<file path="src/sv/assert_macros.svh">
// Assertion helpers shared by the RTL
`ifndef ASSERT_MACROS_SVH
`define ASSERT_MACROS_SVH
`ifndef ASSERT_OFF
`define ASSERT_IMPL(label, clk, rst_n, prop) \
  label: assert property (@(posedge clk) disable iff (!rst_n) prop) \
    else $error("assertion failed");
`define ASSERT_NEVER(label, clk, rst_n, expr) \
  label: assert property (@(posedge clk) disable iff (!rst_n) !(expr)) \
    else $error("forbidden condition");
`else
`define ASSERT_IMPL(label, clk, rst_n, prop)
`define ASSERT_NEVER(label, clk, rst_n, expr)
`endif
`endif

</file>
<file path="src/sv/cbf_pkg.sv">
package cbf_pkg;
  localparam int MaxSize = 1024;
  localparam int ChBits = 16;
  localparam int IdxW = $clog2(MaxSize);
  localparam int SizeW = 11;
  localparam int SumW = ChBits + 4;
  // reciprocals rounded up; the extra shift bits keep the quotient exact
  // for every SumW-bit sum
  localparam int RecipShift = SumW + 4;
  localparam int Recip3 = ((1 << RecipShift) + 2) / 3;
  localparam int Recip9 = ((1 << RecipShift) + 8) / 9;

  typedef struct packed {
    logic [ChBits-1:0] b;
    logic [ChBits-1:0] g;
    logic [ChBits-1:0] r;
  } pix_t;

  typedef struct packed {
    logic [IdxW-1:0] row;
    logic [IdxW-1:0] col;
    logic            last;
    logic [1:0]      r0;
    logic [1:0]      c0;
  } job_t;

  // sum / cnt for cnt in {1,2,3,4,6,9}; reciprocal multiply, /6 as /2 then /3
  function automatic logic [ChBits-1:0] div_cnt(input logic [SumW-1:0] s,
                                                input logic [3:0] cnt);
    logic [SumW+RecipShift-1:0] p;
    logic [SumW-1:0]            q;
    p = '0;
    q = '0;
    unique case (cnt)
      4'd1: q = s;
      4'd2: q = s >> 1;
      4'd4: q = s >> 2;
      4'd3: begin
        p = (SumW+RecipShift)'(s) * (SumW+RecipShift)'(Recip3);
        q = SumW'(p >> RecipShift);
      end
      4'd6: begin
        p = (SumW+RecipShift)'(s >> 1) * (SumW+RecipShift)'(Recip3);
        q = SumW'(p >> RecipShift);
      end
      4'd9: begin
        p = (SumW+RecipShift)'(s) * (SumW+RecipShift)'(Recip9);
        q = SumW'(p >> RecipShift);
      end
      default: q = s;
    endcase
    return q[ChBits-1:0];
  endfunction
endpackage

</file>
<file path="src/sv/cbf_emit.sv">
module cbf_emit import cbf_pkg::*; (
  input  logic          clk,
  input  logic          rst_n,
  input  logic          start,
  input  job_t          job,
  input  pix_t          win [9],
  output logic          busy,
  output logic          out_tvalid,
  input  logic          out_tready,
  output logic [71:0]   out_tdata,
  output logic          out_tlast
);
  // walks the result list of one pixel: r0 = 0..rmax, c0 = 0..cmax
  logic       busy_r, busy_nxt;
  logic [1:0] r0_r, r0_nxt, c0_r, c0_nxt, rmax_r, cmax_r;
  logic [IdxW-1:0] row_r, col_r;
  logic       vld_r, vld_nxt;
  logic [71:0] dat_r, dat_nxt;
  logic       lst_r, lst_nxt;
  logic [SumW-1:0] sr, sg, sb;
  logic [3:0] cnt;
  logic       take;

  always_comb begin
    sr = '0; sg = '0; sb = '0;
    for (int i = 0; i < 9; i++) begin
      if (2'(i / 3) >= r0_r && 2'(i % 3) >= c0_r) begin
        sr = sr + SumW'(win[i].r);
        sg = sg + SumW'(win[i].g);
        sb = sb + SumW'(win[i].b);
      end
    end
    cnt = 4'((3 - r0_r) * (3 - c0_r));
  end

  assign take = busy_r && (!vld_r || out_tready);

  always_comb begin
    busy_nxt = busy_r;
    r0_nxt = r0_r;
    c0_nxt = c0_r;
    vld_nxt = vld_r && !out_tready;
    dat_nxt = dat_r;
    lst_nxt = lst_r;
    if (take) begin
      vld_nxt = 1'b1;
      dat_nxt = {4'd0, IdxW'(col_r + IdxW'(c0_r)), IdxW'(row_r + IdxW'(r0_r)),
                 div_cnt(sb, cnt), div_cnt(sg, cnt), div_cnt(sr, cnt)};
      lst_nxt = (r0_r == rmax_r) && (c0_r == cmax_r);
      if (c0_r == cmax_r) begin
        c0_nxt = '0;
        if (r0_r == rmax_r) busy_nxt = 1'b0;
        else r0_nxt = r0_r + 2'd1;
      end else begin
        c0_nxt = c0_r + 2'd1;
      end
    end
  end

  always_ff @(posedge clk) begin
    if (!rst_n) begin
      busy_r <= 1'b0;
      vld_r <= 1'b0;
    end else begin
      busy_r <= start ? 1'b1 : busy_nxt;
      vld_r <= vld_nxt;
    end
    dat_r <= dat_nxt;
    lst_r <= lst_nxt;
    if (start) begin
      r0_r <= '0;
      c0_r <= '0;
      rmax_r <= job.r0;
      cmax_r <= job.c0;
      row_r <= job.row;
      col_r <= job.col;
    end else begin
      r0_r <= r0_nxt;
      c0_r <= c0_nxt;
    end
  end

  assign busy = busy_r;
  assign out_tvalid = vld_r;
  assign out_tdata = dat_r;
  assign out_tlast = lst_r;

`include "assert_macros.svh"
  `ASSERT_NEVER(a_start_busy, clk, rst_n, start && busy_r)
  `ASSERT_IMPL(a_hold, clk, rst_n, out_tvalid && !out_tready |=> out_tvalid)
  `ASSERT_IMPL(a_cnt, clk, rst_n, busy_r |-> cnt != 4'd0)
endmodule

</file>
<file path="config.mk">
export PLATFORM = sky130hd
export DESIGN_NAME = cbf_emit
export DESIGN_NICKNAME = d
export VERILOG_FILES = /design/src/sv/cbf_pkg.sv /design/src/sv/cbf_emit.sv
export VERILOG_INCLUDE_DIRS = /design/src /design/src/sv
export SDC_FILE = /design/constraint.sdc
export NUM_CORES = 2
export LEC_CHECK = 0
export BUFFER_PORTS_ARGS = -buffer_cell sky130_fd_sc_hd__clkbuf_2
export CAP_MARGIN = 20
export CORE_MARGIN = 5
export CORE_UTILIZATION = 60
export DETAILED_ROUTE_END_ITERATION = 7
export PLACE_DENSITY_LB_ADDON = 0.1
export SLEW_MARGIN = 20
export SYNTH_ARGS = -nofsm -noshare
export SYNTH_HDL_FRONTEND = slang
export SYNTH_SLANG_ARGS = --single-unit
</file>
<file path="constraint.sdc">
create_clock -name clk -period 40.8 [get_ports clk]
set_input_delay 12.24 -clock clk [delete_from_list [all_inputs] [get_ports clk]]
set_output_delay 12.24 -clock clk [all_outputs]
set_load 0.05 [all_outputs]
</file>
==> reports/results.tsv <==
stage	metric	value	unit
route	DRC violation count after routing	0	
setup_path	worst-path fanout max	7	
clocking	CTS Hold Bufs	0	
route	Detail Route Antenna Nets	0	
timing	Max Slew Vio Count	0	
placed_design	post-place instance area	0.06923	mm^2
global_routing	grt ovf	0	
setup_path	crit-path max cell delay	0.64	ns
hold_path	worst min-delay path category	reg2reg	
timing	Slew Limit Headroom	0.2045	
route	via count	59737	
yosys	simple-gate share of the synthesized area	0.1239	
setup_path	crit path max-delay cell type	a21oi_1	
setup_path	Worst Setup SP	win[384]	
floorplan	# rows	120	
finish	Util after Layout	0.6511	
finish	Synth-to-Final Area Change	7.689	%
outcome	status	completed	
floorplan	Die H	338.5	um
finish	fin area	0.06971	mm^2
global_routing	antenna violations before repair	74	
clocking	PostCTS Resize Cnt	0	
timing	unrepaired setup endpoints after global routing	false	
global_routing	maximum number of pins on one net before global-route repair	71	
timing	fin crit period	32.37	ns
yosys	mapped cell area	0.06473	mm^2
clocking	CTS Sinks	99	
finish	most frequent cells in the layout	inv_1 (1339), ha_1 (1292), fa_1 (668)	
finish	fill count	9423	
route	DRT iter0 DRCs	4894	
yosys	Cells after Synth	7798	
yosys	number of synthesis warnings	0	
yosys	multiplexer area fraction after synthesis	0.01570	
clocking	maximum clock insertion buffer count	2	
finish	share of post-route cells with drive strength above 1	0.09759	
yosys	FFs w/ async S/R, synth	0	
clocking	Clk pin slew, worst setup/hold paths	0.08	ns
hold_path	hold path start	busy$_SDFFE_PN0P_	
clocking	CTS HTree Levels	3	
yosys	Avg Cell Area, Syn	8.301	um^2
floorplan	core area	0.1071	mm^2
timing	final setup violating endpoints	0	
setup_path	Data required, critical path	40.94	ns
setup_path	Data arrival, critical path	32.51	ns
route	vias per cell	6.133	
clocking	setup bufs post-CTS	0	
clocking	TritonCTS clock tree	done	
yosys	Synth Area in Adders	0.4576	
setup_path	Worst setup SP type	primary input	
finish	most common cell after layout, fill and taps aside	inv_1	
yosys	Distinct cells, synth	117	
clocking	Clock Latency Late Sink	0.43	ns
clocking	number of CTS-inserted buffers	9	
global_routing	GRT Resource Usage Total	0.3850	
route	Avg WL per Cell	23.35	um
yosys	EDFF count, synth	93	
global_routing	global-route wire length before repair	343.3	mm
timing	Slew @ Worst Pin	1.190	ns
timing	TNS Setup	0	ns
route	drt total wl	227.4	mm
yosys	Post-Synth XOR/XNOR Area	0.07195	
run	max capacitance violation total	0	
yosys	Seq/Total Area, Yosys	0.04500	
global_routing	vias in the first global route	58964	
floorplan	initial core utilization	0.6046	
floorplan	Die ar.	0.1145	mm^2
setup_path	worst r2r src	c0_r[0]$_SDFFE_PP0P_	
floorplan	die width	338.5	um
placed_design	# port buffers	530	
route	drt first pass iters	6	
setup_path	Crit Path Class	in2reg	
timing	fmax	0.03089	GHz
finish	Nets	10688	
timing	final-report hold violation count	0	
placed_design	RePlAce Congestion	1.004	
yosys	Synth Flop Type	edfxtp_1	
yosys	main combinational cell family by area after synthesis	adder cells	
yosys	Synth Area in Compound Gates	0.1978	
timing	crit share post-route	0.7934	
placed_design	DP Wirelength	196.4	mm
floorplan	io pins	536	
yosys	Synth Register Bits	99	
timing	Final Skew	0.02141	ns
clocking	Clk Tree Root Cell	clkbuf_16	
setup_path	crit end category	flip-flop	
worst paths after layout:
| check | to | cells after the start | slack, ns |
|---|---|---|---|
| setup reg to reg | out_tdata[12]$_DFFE_PP_ | 89 | 18.62 |
| hold reg to reg | out_tvalid$_SDFF_PN0_ | 2 | 0.52 |
| setup / recovery | out_tdata[12]$_DFFE_PP_ | 87 | 8.43 |
| hold / removal | out_tvalid$_SDFF_PN0_ | 2 | 0.52 |
layout make-up:
class | count | area [um^2] | share of cell area
diodes | 69 | 172.7 | 0.002477
clock buffers | 10 | 239.0 | 0.003428
clock inverters | 6 | 66.31 | 0.0009513
inverters | 1341 | 5035 | 0.07223
multi-input cells | 6199 | 56240 | 0.8068
flip-flops and latches | 99 | 2913 | 0.04179
well taps | 1403 | 1755 | 0.02518
repair buffers | 614 | 3283 | 0.04710
registers in the layout (all words and copies together) (netlist names), 2 cells and up:
signal     count
r0_r           2
col_r         10
out_tdata     68
rmax_r         2
cmax_r         2
c0_r           2
row_r         10
synthesized netlist by cell type (28+ instances only):
library cell	count	area, um^2
nor3_1	116	580.6
o211ai_1	54	405.4
o21ai_0	371	1857
nor2_1	538	2019
o22ai_1	41	256.5
edfxtp_1	93	2793
a31oi_1	79	494.2
o31ai_1	48	360.4
fa_1	668	13370
and3_1	82	513.0
clkbuf_1	113	424.2
a221oi_1	35	306.5
inv_1	1340	5030
or3_1	36	225.2
a21boi_0	34	255.2
xor2_1	169	1480
mux2i_1	37	370.4
nor2b_1	82	513.0
nand2_1	450	1689
xnor2_1	330	2890
o21bai_1	54	405.4
nand4_1	32	200.2
a21oi_1	463	2317
o21a_1	124	930.9
a211oi_1	83	623.1
and2_1	28	175.2
ha_1	1295	16200
a21o_1	192	1441
nand2b_1	87	544.3
a22oi_1	37	277.8
buf_1	30	112.6
nand3_1	131	655.6
mux2_2	56	630.6
cell families (layout without fill, tap and decap cells):
family                     after synthesis  after routing
xor gates and xnor gates               513            513
and+or+nand+nor                       1699           1699
other                                    1             73
buffers and inverters                 1503           1971
AOI/OAI and AO/OA                     1922           1922
adders and majority gates             1967           1967
DFF                                     99             99
muxes                                   94             94
routing by layer:
layer | part of all wire | GRT usage
met4 | 0.063 | 0.2099
met5 | 0.00041 | 0
met3 | 0.10 | 0.08877
met2 | 0.43 | 0.6010
met1 | 0.40 | 0.4962
per-stage QoR:
stage	cells	hold WS, ns	worst slack, ns
finish	9741	0.5246	8.428
global route	9732	0.5541	7.109
CTS	9672	0.5140	8.721
detailed placement	9656	0.4958	8.409
global placement	9656	0.4882	8.682
floorplan	7801	0.5128	11.86
worst max-delay path, delay by kind of cell:
kind            cells  cell delay [ns]
xor+xnor            5             0.80
buf+inv            12             1.18
compound gates     39             9.52
fa+ha+maj          16             6.28
simple gates       13             1.73
mux                 2             0.70
Power is left out: the tool's default activity adds up to more than one toggle a clock period on the data nets, which glitch-free logic cannot reach.
